==> src/rtl/core/icmpck_pkg.sv <==
// Shared types, constants and helper functions for the ICMPv6 checksum engine.
package icmpck_pkg;

    // Next header value for ICMPv6 in the pseudo header.
    localparam logic [15:0] NEXT_HEADER_ICMPV6 = 16'd58;

    // Byte position saturates here; every later byte is message data.
    localparam logic [5:0] POS_LIMIT = 6'd48;

    // A packet whose last byte sits below this position is too short.
    localparam logic [5:0] POS_SHORT = 6'd47;

    // One packet byte as it moves from the ingress register to the accumulator.
    typedef struct packed {
        logic       valid;
        logic [7:0] data_byte;
        logic       last_byte;
    } t_item;

    // Ones-complement add with end-around carry.
    function automatic logic [15:0] oc_add(input logic [15:0] a, input logic [15:0] b);
        logic [16:0] s;
        begin
            s = {1'b0, a} + {1'b0, b};
            oc_add = s[15:0] + {15'd0, s[16]};
        end
    endfunction

    // True for the byte positions that enter the checksum: the payload length,
    // both addresses and the message apart from its checksum field.
    function automatic logic counts(input logic [5:0] pos);
        begin
            counts = (pos == 6'd4) || (pos == 6'd5) ||
                     ((pos >= 6'd8) && (pos <= 6'd41)) || (pos >= 6'd44);
        end
    endfunction

endpackage

==> src/rtl/core/icmpv6_checksum_engine.sv <==
// ICMPv6 checksum engine: one byte per unstalled cycle in, one checksum per packet out.
//
// Feed a whole IPv6 packet one byte per item starting at header byte 0 and mark the
// final byte. The engine sums the pseudo header (addresses, payload length, next
// header 58) and the ICMPv6 message with its checksum field taken as zero, and after
// the marked byte returns one item: the complemented 16-bit sum, whose high byte
// belongs at packet byte 42, plus a flag for packets shorter than 48 bytes (their
// checksum reads zero). It takes one item every cycle while o_in_stall is low, with no
// gaps between packets; the result is offered once the last byte has passed from the
// ingress register through a single end-around-carry adder into the result register.
// A stall on the result side holds the result and, once
// the ingress register is full, stalls the input.
module icmpv6_checksum_engine (
    input  logic        i_clk,
    input  logic        i_rst_n,
    input  logic        i_in_valid,
    output logic        o_in_stall,
    input  logic [7:0]  i_data_byte,
    input  logic        i_last_byte,
    output logic        o_out_valid,
    input  logic        i_out_stall,
    output logic [15:0] o_checksum_value,
    output logic        o_short_packet
);
    import icmpck_pkg::*;

    t_item w_item;
    logic  w_advance;

    // Ingress register.
    icmpck_in_reg u_in_reg (
        .i_clk       (i_clk),
        .i_rst_n     (i_rst_n),
        .i_in_valid  (i_in_valid),
        .i_data_byte (i_data_byte),
        .i_last_byte (i_last_byte),
        .i_advance   (w_advance),
        .o_in_stall  (o_in_stall),
        .o_item      (w_item)
    );

    // Checksum accumulator and result register.
    icmpck_accum u_accum (
        .i_clk            (i_clk),
        .i_rst_n          (i_rst_n),
        .i_item           (w_item),
        .i_out_stall      (i_out_stall),
        .o_advance        (w_advance),
        .o_out_valid      (o_out_valid),
        .o_checksum_value (o_checksum_value),
        .o_short_packet   (o_short_packet)
    );

endmodule

==> src/rtl/core/icmpck_in_reg.sv <==
// Ingress register that captures one packet byte per cycle unless stalled.
module icmpck_in_reg (
    input  logic               i_clk,
    input  logic               i_rst_n,
    input  logic               i_in_valid,
    input  logic [7:0]         i_data_byte,
    input  logic               i_last_byte,
    input  logic               i_advance,
    output logic               o_in_stall,
    output icmpck_pkg::t_item  o_item
);
    import icmpck_pkg::*;

    logic       r_valid;
    logic [7:0] r_data_byte;
    logic       r_last_byte;
    logic       n_valid;
    logic       w_load;

    // The held item blocks new input only while the downstream side stalls.
    assign o_in_stall = r_valid && !i_advance;
    assign w_load     = !r_valid || i_advance;
    assign n_valid    = i_in_valid;

    // Control bit.
    always_ff @(posedge i_clk) begin
        if (!i_rst_n) begin
            r_valid <= 1'b0;
        end else if (w_load) begin
            r_valid <= n_valid;
        end
    end

    // Payload bits need no reset.
    always_ff @(posedge i_clk) begin
        if (w_load && i_in_valid) begin
            r_data_byte <= i_data_byte;
            r_last_byte <= i_last_byte;
        end
    end

    assign o_item = '{valid: r_valid, data_byte: r_data_byte, last_byte: r_last_byte};

endmodule

==> src/rtl/core/icmpck_accum.sv <==
// Running ones-complement sum, byte position tracking and the result register.
module icmpck_accum (
    input  logic               i_clk,
    input  logic               i_rst_n,
    input  icmpck_pkg::t_item  i_item,
    input  logic               i_out_stall,
    output logic               o_advance,
    output logic               o_out_valid,
    output logic [15:0]        o_checksum_value,
    output logic               o_short_packet
);
    import icmpck_pkg::*;

    logic [15:0] r_sum;
    logic [5:0]  r_pos;
    logic [7:0]  r_pending;
    logic        r_odd;
    logic        r_out_valid;
    logic [15:0] r_checksum;
    logic        r_short;

    logic [15:0] n_sum;
    logic [5:0]  n_pos;
    logic [7:0]  n_pending;
    logic        n_odd;

    logic        w_fire;
    logic        w_done;
    logic [7:0]  w_byte;
    logic [15:0] w_word;
    logic [15:0] w_sum_add;
    logic        w_short;

    // The whole path moves when the result register is free.
    assign o_advance = !r_out_valid || !i_out_stall;
    assign w_fire    = i_item.valid && o_advance;
    assign w_done    = w_fire && i_item.last_byte;

    // Ignored header bytes contribute zero but still advance the position.
    assign w_byte    = counts(r_pos) ? i_item.data_byte : 8'd0;

    // Complete word: high byte pending on an odd position, else zero-padded.
    assign w_word    = r_odd ? {r_pending, w_byte} : {w_byte, 8'd0};
    assign w_sum_add = oc_add(r_sum, w_word);
    assign w_short   = r_pos < POS_SHORT;

    // Next state. The sum starts at the next header value, which gives the
    // same ones-complement result as adding it at the end.
    always_comb begin
        n_sum     = r_sum;
        n_pos     = r_pos;
        n_pending = r_pending;
        n_odd     = r_odd;
        if (i_item.last_byte) begin
            n_sum     = NEXT_HEADER_ICMPV6;
            n_pos     = 6'd0;
            n_pending = 8'd0;
            n_odd     = 1'b0;
        end else begin
            if (r_odd) begin
                n_sum     = w_sum_add;
                n_pending = 8'd0;
            end else begin
                n_pending = w_byte;
            end
            n_odd = !r_odd;
            if (r_pos < POS_LIMIT) begin
                n_pos = r_pos + 6'd1;
            end
        end
    end

    // Packet state and result valid.
    always_ff @(posedge i_clk) begin
        if (!i_rst_n) begin
            r_sum       <= NEXT_HEADER_ICMPV6;
            r_pos       <= 6'd0;
            r_pending   <= 8'd0;
            r_odd       <= 1'b0;
            r_out_valid <= 1'b0;
        end else begin
            if (w_fire) begin
                r_sum     <= n_sum;
                r_pos     <= n_pos;
                r_pending <= n_pending;
                r_odd     <= n_odd;
            end
            if (o_advance) begin
                r_out_valid <= w_done;
            end
        end
    end

    // Result payload; a short packet reports a zero checksum.
    always_ff @(posedge i_clk) begin
        if (w_done) begin
            r_checksum <= w_short ? 16'd0 : ~w_sum_add;
            r_short    <= w_short;
        end
    end

    assign o_out_valid      = r_out_valid;
    assign o_checksum_value = r_checksum;
    assign o_short_packet   = r_short;

endmodule

==> config.mk <==
export PLATFORM = sky130hd
export DESIGN_NAME = icmpv6_checksum_engine
export DESIGN_NICKNAME = d
export VERILOG_FILES = /design/src/rtl/core/icmpck_pkg.sv /design/src/rtl/core/icmpv6_checksum_engine.sv /design/src/rtl/core/icmpck_in_reg.sv /design/src/rtl/core/icmpck_accum.sv
export SDC_FILE = /design/constraint.sdc
export NUM_CORES = 1
export LEC_CHECK = 0
export BUFFER_PORTS_ARGS = -buffer_cell sky130_fd_sc_hd__buf_2
export CAP_MARGIN = 20
export CORE_MARGIN = 1.5
export CORE_UTILIZATION = 54
export DETAILED_ROUTE_END_ITERATION = 8
export PLACE_DENSITY_LB_ADDON = 0.15
export SYNTH_ARGS = -nofsm -noshare
export SYNTH_HDL_FRONTEND = slang
export SYNTH_HIERARCHICAL = 1
export SYNTH_SLANG_ARGS = --single-unit
==> constraint.sdc <==
create_clock -name i_clk -period 4.6 [get_ports i_clk]
set_clock_uncertainty 0.05 [all_clocks]
set_input_delay 0.92 -clock i_clk [delete_from_list [all_inputs] [get_ports i_clk]]
set_output_delay 0.92 -clock i_clk [all_outputs]
set_load 0.01 [all_outputs]
======== Word level (Yosys, flattened, before mapping) ========
Cells that the tools add are included.
storage, ports and cells
  flip-flop bits (word level) ............. 59
  bits of input ports ..................... 13
  output and inout port bits .............. 19
  word-level logic and storage cells ...... 49
cells by class
  add/subtract/negate cells ............... 3
  $lt $le $gt $ge ......................... 5
  equal/unequal tests ..................... 2
  multiplexer cells ....................... 9
  bitwise operators ....................... 1
  reductions and logical operators ........ 19
operator list
  kind                 number
  $mux 16              3
  $mux 8               3
  $add 16x16->17       1
  $add 16x1->16        1
  $not 16->16          1
  $eq 6x3->1 const B   2
  $lt 6x6->1 const B   2
  $mux 6               2
  $add 6x1->6 const B  1
  $ge 6x4->1 const B   1
  $ge 6x6->1 const B   1
  $le 6x6->1 const B   1
  $logic_and 1x1->1    5
  $logic_not 1->1      5
  $logic_or 1x1->1     5
  $reduce_and 2->1     2
  $reduce_bool 2->1    2
  $mux 1               1

======== Depth between registers and ports, before layout ========
Gate-level depths: netlist of the first run.
  depth after elaboration ................. 10
  depth in mapped cells ................... 24
  mapped depth without buffers ............ 22

======== Cells and area by module ========
Netlist of the first run, hierarchy kept.
by module, submodules not included
  module         instances  cells an instance  area an instance (sq um)  seq. area each (sq um)
  icmpck_accum   1          345                3094.2                    1151.1
  icmpck_in_reg  1          15                 332.8                     290.3

======== Least setup slack after synthesis of the first run ========
No wires, ideal clock.
  kind .................................... register to register
  start ................................... register u_accum.r_pos[0]
  end ..................................... register u_accum.r_sum[15]
  library setup time ...................... 62 ps
  arrival time ............................ 4621 ps
  required time ........................... 4488 ps
  slack ................................... -133 ps
  cell stages (with the launch flop) ...... 24
  buffers on the path ..................... 2
  clock period less this slack ............ 4733 ps
  path through ............................ dfxtp_1 > ha_1 > nor3_1 > nor2_1 > nor2_1 > o21bai_1 > clkbuf_1 > and3_1 > ha_1 > fa_1 > a211oi_1 > o211ai_1 > nand3_1 > a311o_1 > o21ba_2 > o21bai_1 > ha_1 > and3_1 > and3_1 > nand4_4 > or3_1 > clkbuf_2 > or4_1 > nand3_1
on the way
  word-level cells in the longest chain between the ends .. 10
  elaborated cells on any way between the ends .. 15
  those cells by class .................... add/sub: 2; order compare: 3; eq/ne: 2; mux: 4; reduce/logical: 4
ends and longest elaborated chain
  element                                                       RTL line                            RTL
  from (decl)                                                   icmpck_accum.sv:15                  logic [5:0] r_pos;
  from (signal assigned)                                        icmpck_accum.sv:84                  r_pos <= n_pos;
  $ge 6x4->1, or another cell as far along                      icmpck_pkg.sv:34                    ((pos >= 6'd8) && (pos <= 6'd41)) || (pos >= 6'd44);
  $logic_and 1x1->1 / $logic_or 1x1->1 (equally long branches)  icmpck_pkg.sv:34, icmpck_pkg.sv:33
  $logic_or 1x1->1                                              icmpck_pkg.sv:33                    counts = (pos == 6'd4) || (pos == 6'd5) ||
  $logic_or 1x1->1 (*)                                          icmpck_pkg.sv:34
  $mux 8 (*)                                                    icmpck_accum.sv:40                  assign w_byte = counts(r_pos) ? i_item.data_byte : 8'd0;
  $mux 16 (*)                                                   icmpck_accum.sv:43                  assign w_word = r_odd ? {r_pending, w_byte} : {w_byte, 8'd0};
  $add 16x16->17 (*)                                            icmpck_pkg.sv:24                    s = {1'b0, a} + {1'b0, b};
  $add 16x1->16 (*)                                             icmpck_pkg.sv:25                    oc_add = s[15:0] + {15'd0, s[16]};
  $mux 16 (*)                                                   icmpck_accum.sv:60                  if (r_odd) begin
  $mux 16 (*)                                                   icmpck_accum.sv:54                  if (i_item.last_byte) begin
  to (signal assigned)                                          icmpck_accum.sv:83                  r_sum <= n_sum;
  to (decl)                                                     icmpck_accum.sv:14                  logic [15:0] r_sum;
Mark *: on every way between the ends. The rest lies on a longest branch, timed or not. The select of a mux whose other input is x is not followed.
A chain may end at the register's enable or synchronous reset.

======== Final worst setup path of the first run ========
  start ................................... register u_accum.r_pos[1]
  end ..................................... register u_accum.r_checksum[15] (netlist: u_accum/o_checksum_value[15]) (data pin)
on the way
  word-level cells in the longest chain between the ends .. 9
  elaborated cells on any way between the ends .. 15
  those cells by class .................... add/sub: 2; order compare: 4; eq/ne: 2; mux: 2; bitwise: 1; reduce/logical: 4
ends and longest elaborated chain
  element                                                       RTL line                            RTL
  $ge 6x4->1, or another cell as far along                      icmpck_pkg.sv:34
  $logic_and 1x1->1 / $logic_or 1x1->1 (equally long branches)  icmpck_pkg.sv:34, icmpck_pkg.sv:33
  $logic_or 1x1->1                                              icmpck_pkg.sv:33
  $logic_or 1x1->1                                              icmpck_pkg.sv:34
  $mux 8                                                        icmpck_accum.sv:40
  $mux 16                                                       icmpck_accum.sv:43
  $add 16x16->17                                                icmpck_pkg.sv:24
  $add 16x1->16                                                 icmpck_pkg.sv:25
  $not 16->16                                                   icmpck_accum.sv:97                  r_checksum <= w_short ? 16'd0 : ~w_sum_add;
  to (signal assigned)                                          icmpck_accum.sv:97
  to (decl)                                                     icmpck_accum.sv:19                  logic [15:0] r_checksum;
Several ways; a longest one is shown, not always the timed one.

==> impl_metrics.py, run 1 <==
metrics = {
    "synth": {
        "ys_warn_count": 6,
        "async_flop_share_pct": 0,
        "netlist_area_sq_um": 3427,
        "synthesis.nets": 397,
        "postSynthCellCount": 360,
        "synth_edf_count": 26,
        "ys_ff_latch": 59,
        "ys_top_cells_by_area": "edfxtp_1 (23%), dfxtp_1 (19%), ha_1 (8.4%)",
        "yosysUniqueCellTypes": 56,
        "synth_seq_area_share_pct": 42.06,
        "syn_area_per_cell_sq_um": 9.520,
        "yosys.area.top_type": "edfxtp_1",
        "synth_top_area_share_pct": 22.78,
        "ys.flop_type": "dfxtp_1",
    },
    "timing": {
        "slew_headroom_pct": 41.43,
        "hold_viol": 0,
        "fin_ws_ps": -15.79,
        "min_period_ps": 4616,
        "finalCritPeriodShare_pct": 100.3,
        "worst_pin_slew_ps": 871.8,
        "clock.fmax_mhz": 216.6,
        "rsz0062_at_grt": "yes",
        "final_max_slew_viol_count": 0,
        "finalSetupViolCount": 1,
    },
    "cells_and_area": {
        "final_cell_area_sq_um": 4506,
        "final_layout_size_suffix_gt1_share_pct": 33.94,
        "antenna_cells": 0,
        "ff_latch_area_sq_um": 1451,
        "nets": 468,
        "multi_input_area_sq_um": 2171,
        "syn2layout_area_growth_pct": 31.47,
        "fill_cells": 421,
    },
    "placement": {
        "dpl_cell_area_sq_um": 3851,
        "place_hpwl_um": 5996,
        "gp_congestion": 0.9642,
        "dpl_worst_slack_ps": -45.21,
        "port_buffers": 31,
    },
    "cts": {
        "cts_tree": "built",
        "clockBufferDepth": 2,
        "cts_sinks": 59,
        "cts_hold_buf": 0,
        "ctsHtreeMaxLevel": 3,
        "root_buffer": "clkbuf_8",
        "cts_buffers": 9,
        "clkTransAtPathRegs_ps": 70,
        "clock_latency_ps": 360,
    },
    "power": {
        "ir_worst_vdd_uv": 257.6,
        "p_seq_share_pct": 49.2,
        "p_int_uw": 874.5,
        "pwr-share-comb_pct": 3.5,
        "power_frac_clock_pct": 47.3,
        "power.switching_uw": 266.9,
        "p_leak_nw": 1.885,
        "p_sw_share_pct": 23.38,
        "power_density_nw_per_um2": 253.3,
    },
    "outcome": {
        "status": "finished, violations left",
        "failed_checks": "negative setup slack",
    },
    "setup_path": {
        "cp-startpoint": "u_accum/r_pos[1]",
        "start_kind": "flop",
        "arrival_ps": 4770,
        "cp.required_ps": 4750,
        "crit_fanout": 5,
        "end_kind": "flop",
        "rr_startpoint": "u_accum/r_pos[1]",
        "crit_type": "reg2reg",
    },
    "floorplan": {
        "coreArea_sq_um": 6026,
        "num_rows": 28,
        "ios": 32,
        "fp.dieH_um": 82.67,
        "die-area_sq_um": 6834,
        "start_util_pct": 56.87,
        "fp.dieW_um": 82.67,
    },
    "min_path": {
        "min_from": "u_accum/r_sum[6]",
        "min_path_type": "reg2reg",
    },
    "routing": {
        "wl_um": 9277,
        "drc": 0,
        "wl_per_cell_um": 18.15,
        "drt_pass1_iterations": 5,
        "viasPerCell": 6.096,
        "detail-route-antenna-nets": 0,
        "dr.first_iter.drc_count": 257,
        "via_count": 3115,
    },
    "run": {
        "cap_viol_max_count": 0,
    },
    "global_routing": {
        "grt_pass1_wl_um": 13290,
        "grt-ovfl-total": 0,
        "grt_max_degree": 22,
        "antenna_found_initial": 0,
        "gr-usage-all-layers_pct": 26.57,
        "grt_pass1_vias": 2839,
    },
}
## power by group through the flow
| stage | logic [mW] | clock network [mW] | registers [mW] |
|---|---|---|---|
| 6_report | 0.0397 | 0.540 | 0.562 |
| 5_1_grt | 0.0436 | 0.567 | 0.562 |
| 4_1_cts | 0.0361 | 0.542 | 0.561 |
| 3_5_place_dp | 0.0351 | 0 | 0.572 |
| 3_3_place_gp | 0.0347 | 0 | 0.572 |
| 2_1_floorplan | 0.0239 | 0 | 0.569 |
## sequential cells by signal, indices dropped and copies added (netlist names)
name	cells
u_accum/r_sum	16
u_accum/o_out_valid	1
u_accum/r_pos	6
u_in_reg/r_valid	1
u_accum/o_short_packet	1
u_accum/o_checksum_value	16
u_accum/r_odd	1
u_in_reg/r_data_byte	8
u_accum/r_pending	8
u_in_reg/r_last_byte	1
## path summary, 6_finish.rpt
kind	endpoint	slack (ps)	depth (start not counted)
hold reg to reg	u_accum/r_sum[6]	430	1
hold / removal	u_accum/r_sum[6]	430	1
setup / recovery	u_accum/o_checksum_value[15]	-20	23
setup reg to reg	u_accum/o_checksum_value[15]	-20	23
## cells in the mapped netlist (all sizes together), types with 2 or more instances
cell / number
nor2: 37
nand2: 34
dfxtp: 33
edfxtp: 26
ha: 23
o21ai: 18
xnor2: 17
clkbuf: 15
and3: 14
nor2b: 13
a21oi: 12
a22o: 12
inv: 10
a22oi: 9
xor2: 8
nand3: 7
nor3: 7
o21a: 7
a21o: 5
a31oi: 4
o22a: 4
a211oi: 3
nand4: 3
nor3b: 3
o211ai: 3
o21bai: 3
a211o: 2
a21boi: 2
and2: 2
and4: 2
buf: 2
nand2b: 2
nor4: 2
o311ai: 2
or4: 2
## cell usage in the layout, fill, tap and decap left out, types with 8 or more instances in the layout
cell,instances
nand2_1,32
xnor2_1,16
a21oi_1,11
dfxtp_1,29
a22oi_1,9
buf_2,31
buf_4,42
inv_1,8
ha_1,14
o21ai_0,9
nor2_1,36
nor2b_1,12
a22o_1,12
edfxtp_1,26
ha_4,8
clkbuf_8,9
## layout make-up
cell class | count | area share (%)
clock buffers | 9 | 2.749
repair buffers | 77 | 11.64
clock inverters | 7 | 2.249
flip-flops and latches | 59 | 32.21
well taps | 75 | 2.083
inverters | 10 | 0.8886
multi-input cells | 274 | 48.18
## per-layer routing
| metal | track usage (%) | share of wire [%] | vias to the layer above |
|---|---|---|---|
| li1 | - | - | 1461 |
| met1 | 31.35 | 40 | 1481 |
| met2 | 45.28 | 51 | 147 |
| met3 | 5.714 | 5.6 | 26 |
| met4 | 13.50 | 2.7 | 0 |
| met5 | 0 | 0 | - |
## worst max-delay path: stages, from the launching register on
cell and delay, ps:
dfxtp_2 340, inv_4 80, ha_4 170, nor3_4 40, nor2_1 150, nor2_2 70, o21bai_4 210, and3_4 230
ha_4 140, fa_2 240, a211oi_4 80, o211ai_1 260, nand3_2 120, a311o_1 380, o21ba_2 220, o21bai_1 150
ha_2 200, and3_4 170, and3_4 200, nand4_4 90, or3_4 380, buf_4 160, o21a_1 200, nor3_2 140
## through the flow
step	instances	TNS, ps	util, %	total power, mW	hold WS [ps]
floorplan	360	0	-	0.5926	393.2
global placement	481	0	63.91	0.6066	407.3
detailed placement	481	-45.21	63.91	0.6074	422.2
CTS	499	0	68.33	1.139	435.3
global route	511	-1588	74.77	1.172	475.2
finish	511	-15.79	74.77	1.141	432.9
## timing repair
action	CTS	global route
pin swaps	4	33
resized for setup	6	62
endpoints found under the setup margin	1	15
buffers inserted	2	12
## cell families (layout without fill, tap and decap cells)
group	after synthesis	after routing	share of synthesized area, %
xor+xnor	25	25	6.389
buf+inv	27	103	3.249
fa+ha+maj	24	24	8.982
flops	59	59	42.06
simple gates	130	130	19.20
compound gates	94	94	19.82
mux	1	1	0.2921
Note: power is estimated with default switching activity, not from simulation.
==> run 2, diff against run 1 <==
--- a/config.mk
+++ b/config.mk
@@ -13,5 +13,4 @@
 export PLACE_DENSITY_LB_ADDON = 0.15
 export SYNTH_ARGS = -nofsm -noshare
 export SYNTH_HDL_FRONTEND = slang
-export SYNTH_HIERARCHICAL = 1
 export SYNTH_SLANG_ARGS = --single-unit
==> run 2 against run 1 <==
  * The run now ends clean
  * Critical path depth is 1 lower
  * Synthesized cell count is 3.1% lower
  * Sequential power hardly changed
  * Non-clock buffer count is 25 lower
  * Combinational power is 12% lower
  * Clock-buffer cell count is 4 higher
  * Worst setup slack better by 77 ps
  * Final cell count is 6.1% lower
  * Via count is 11% lower
  * Sequential share of layout area is 4.0 points higher
  * Cell area is 11% lower
  * Largest cell class unchanged
  * Power is 7.5% lower
==> impl_metrics.py, run 2 <==
metrics = {
    "cells_and_area": {
        "antenna_cells": 0,
        "final_common_cell": "nand2_1",
        "fin_util_pct": 66.20,
        "final_cell_area_sq_um": 3989,
        "nets": 437,
        "final_layout_size_suffix_gt1_share_pct": 23.21,
        "syn2layout_area_growth_pct": 16.86,
        "mostFrequentLayoutCells": "nand2_1 (36), nor2_1 (33), buf_2 (31), dfxtp_1 (31), edfxtp_1 (26)",
    },
    "power": {
        "p_sw_share_pct": 21.39,
        "power_frac_clock_pct": 43.4,
        "power.switching_uw": 225.9,
        "ir_worst_vdd_uv": 247.9,
        "pwr-share-comb_pct": 3.3,
        "power_density_nw_per_um2": 264.8,
        "p_seq_share_pct": 53.3,
        "finalPower_mw": 1.056,
        "p_int_uw": 830.2,
        "p_leak_nw": 1.638,
    },
    "synth": {
        "synthesis.nets": 386,
        "synth_top_area_share_pct": 22.87,
        "synth_edf_count": 26,
        "netlist_area_sq_um": 3413,
        "ys_top_cells_by_area": "edfxtp_1 (23%), dfxtp_1 (19%), ha_1 (8.4%)",
        "netlist_top_cells_count": "nand2_1 (36), dfxtp_1 (33), nor2_1 (33)",
        "synth_seq_area_share_pct": 42.23,
        "ys_ff_latch": 59,
        "yosysUniqueCellTypes": 58,
        "ys.flop_type": "dfxtp_1",
        "syn_area_per_cell_sq_um": 9.780,
        "yosys.area.top_type": "edfxtp_1",
        "async_flop_share_pct": 0,
        "ys_warn_count": 0,
        "postSynthCellCount": 349,
        "synthMostInstantiatedCell": "nand2_1",
    },
    "cts": {
        "clkTransAtPathRegs_ps": 70,
        "root_buffer": "clkbuf_8",
        "cts_hold_buf": 0,
        "clock_latency_ps": 330,
        "cts_tree": "built",
        "clockBufferDepth": 2,
        "cts_buffers": 9,
        "cts_sinks": 59,
        "ctsHtreeMaxLevel": 3,
    },
    "routing": {
        "drt_pass1_iterations": 7,
        "wl_per_cell_um": 15.65,
        "viasPerCell": 5.777,
        "via_count": 2773,
        "detail-route-antenna-nets": 0,
        "dr.first_iter.drc_count": 153,
        "drc": 0,
        "wl_um": 7511,
    },
    "timing": {
        "hold_viol": 0,
        "slew_headroom_pct": 50.38,
        "clock.fmax_mhz": 220.3,
        "finalCritPeriodShare_pct": 98.66,
        "hold_ws_ps": 437.6,
        "finalSetupViolCount": 0,
        "fin_ws_ps": 61.46,
        "final_max_slew_viol_count": 0,
        "min_period_ps": 4539,
        "worst_pin_slew_ps": 736.6,
    },
    "floorplan": {
        "start_util_pct": 56.64,
        "coreArea_sq_um": 6026,
        "ios": 32,
        "die-area_sq_um": 6807,
        "fp.dieW_um": 82.51,
        "num_rows": 28,
        "fp.dieH_um": 82.51,
    },
    "placement": {
        "dpl_worst_slack_ps": 52.43,
        "gp_congestion": 0.8983,
        "port_buffers": 31,
        "dpl_cell_area_sq_um": 3669,
        "place_hpwl_um": 5353,
    },
    "setup_path": {
        "start_kind": "flop",
        "crit_type": "reg2reg",
        "reg2reg_setup_slack_ps": 60,
        "cp.required_ps": 4640,
        "arrival_ps": 4580,
        "end_kind": "flop",
        "crit_fanout": 5,
    },
    "global_routing": {
        "grt_max_degree": 19,
        "grt-ovfl-total": 0,
        "grt_pass1_vias": 2517,
        "gr-usage-all-layers_pct": 23.85,
        "grt_pass1_wl_um": 11970,
        "antenna_found_initial": 0,
    },
    "run": {
        "cap_viol_max_count": 0,
    },
    "outcome": {
        "status": "finished, final reports clean",
    },
    "min_path": {
        "min_path_type": "reg2reg",
    },
}
## run 2: cell count changes in the layout (fill, tap and decap cells not counted), sizes merged, moves of 3 or more
cell and change:
o211ai -3, o21a -4, nand4b +3, nor2 -4
nor4 +3, buf -25, clkbuf +4, xnor2 +3
## run 2: final cells by class
cell class | count | area [sq um]
fillers | 491 | 2037
multi-input cells | 266 | 1899
flip-flops and latches | 59 | 1446
repair buffers | 52 | 316.6
clock buffers | 13 | 148.9
well taps | 75 | 93.84
inverters | 12 | 45.04
clock inverters | 3 | 38.79
## run 2: path summary, 6_finish.rpt
kind | endpoint | depth (start not counted) | startpoint
worst min-delay path | u_accum.r_sum[0] | 1 | u_accum.r_sum[0]
worst min register to register | u_accum.r_sum[0] | 1 | u_accum.r_sum[0]
worst max register to register | u_accum.o_checksum_value[8] | 22 | u_accum.r_pos[1]
worst max-delay path | u_accum.o_checksum_value[8] | 22 | u_accum.r_pos[1]
## run 2: routing by layer
layer	GRT usage, %	wire (um)
met5	0	0
met4	6.000	93
met3	6.593	415
met2	40.00	3641
met1	30.33	3362
## run 2: critical path, stage by stage (launching register included)
cell and delay, ps:
dfxtp_2 340, inv_2 50, ha_2 170, nor3_2 170, nand3_1 90, a21o_1 250, and3_1 210, ha_1 210
fa_1 430, a211oi_2 290, o21ai_1 140, nand4b_1 190, a21oi_2 90, a21o_1 180, a21o_1 190, ha_2 190
ha_2 180, and3_4 150, nand4_1 200, buf_4 170, nor4_4 30, xnor2_1 150, nor2b_1 150
## run 2: stage by stage
step           setup TNS (ps)  instances
5_1_grt                -472.8        480
4_1_cts                     0        470
6_report                    0        480
2_1_floorplan               0        349
3_3_place_gp                0        454
3_5_place_dp                0        454
## run 2: power by group through the flow
| stage | registers, mW | logic, mW | clock network (mW) |
|---|---|---|---|
| 6_report | 0.563 | 0.0350 | 0.458 |
| 2_1_floorplan | 0.572 | 0.0220 | 0 |
| 3_5_place_dp | 0.574 | 0.0339 | 0 |
| 3_3_place_gp | 0.574 | 0.0331 | 0 |
| 5_1_grt | 0.564 | 0.0389 | 0.489 |
| 4_1_cts | 0.563 | 0.0342 | 0.468 |
## run 2: cells by family (layout without fill, tap and decap cells)
kind of cell,Yosys count,count (layout),share of synthesized area [%]
buffers and inverters,24,80,3.556
AND/OR/NAND/NOR,130,130,20.27
AO/OA/AOI/OAI,82,82,17.16
XOR/XNOR,29,29,7.442
adder cells (fa/ha/maj),24,24,9.018
flip-flops,59,59,42.23
multiplexers,1,1,0.3299
## run 2: repair_timing
action,in CTS,in global routing
resized for setup,0,20
endpoints found under the setup margin,0,23
setup buffers,0,9
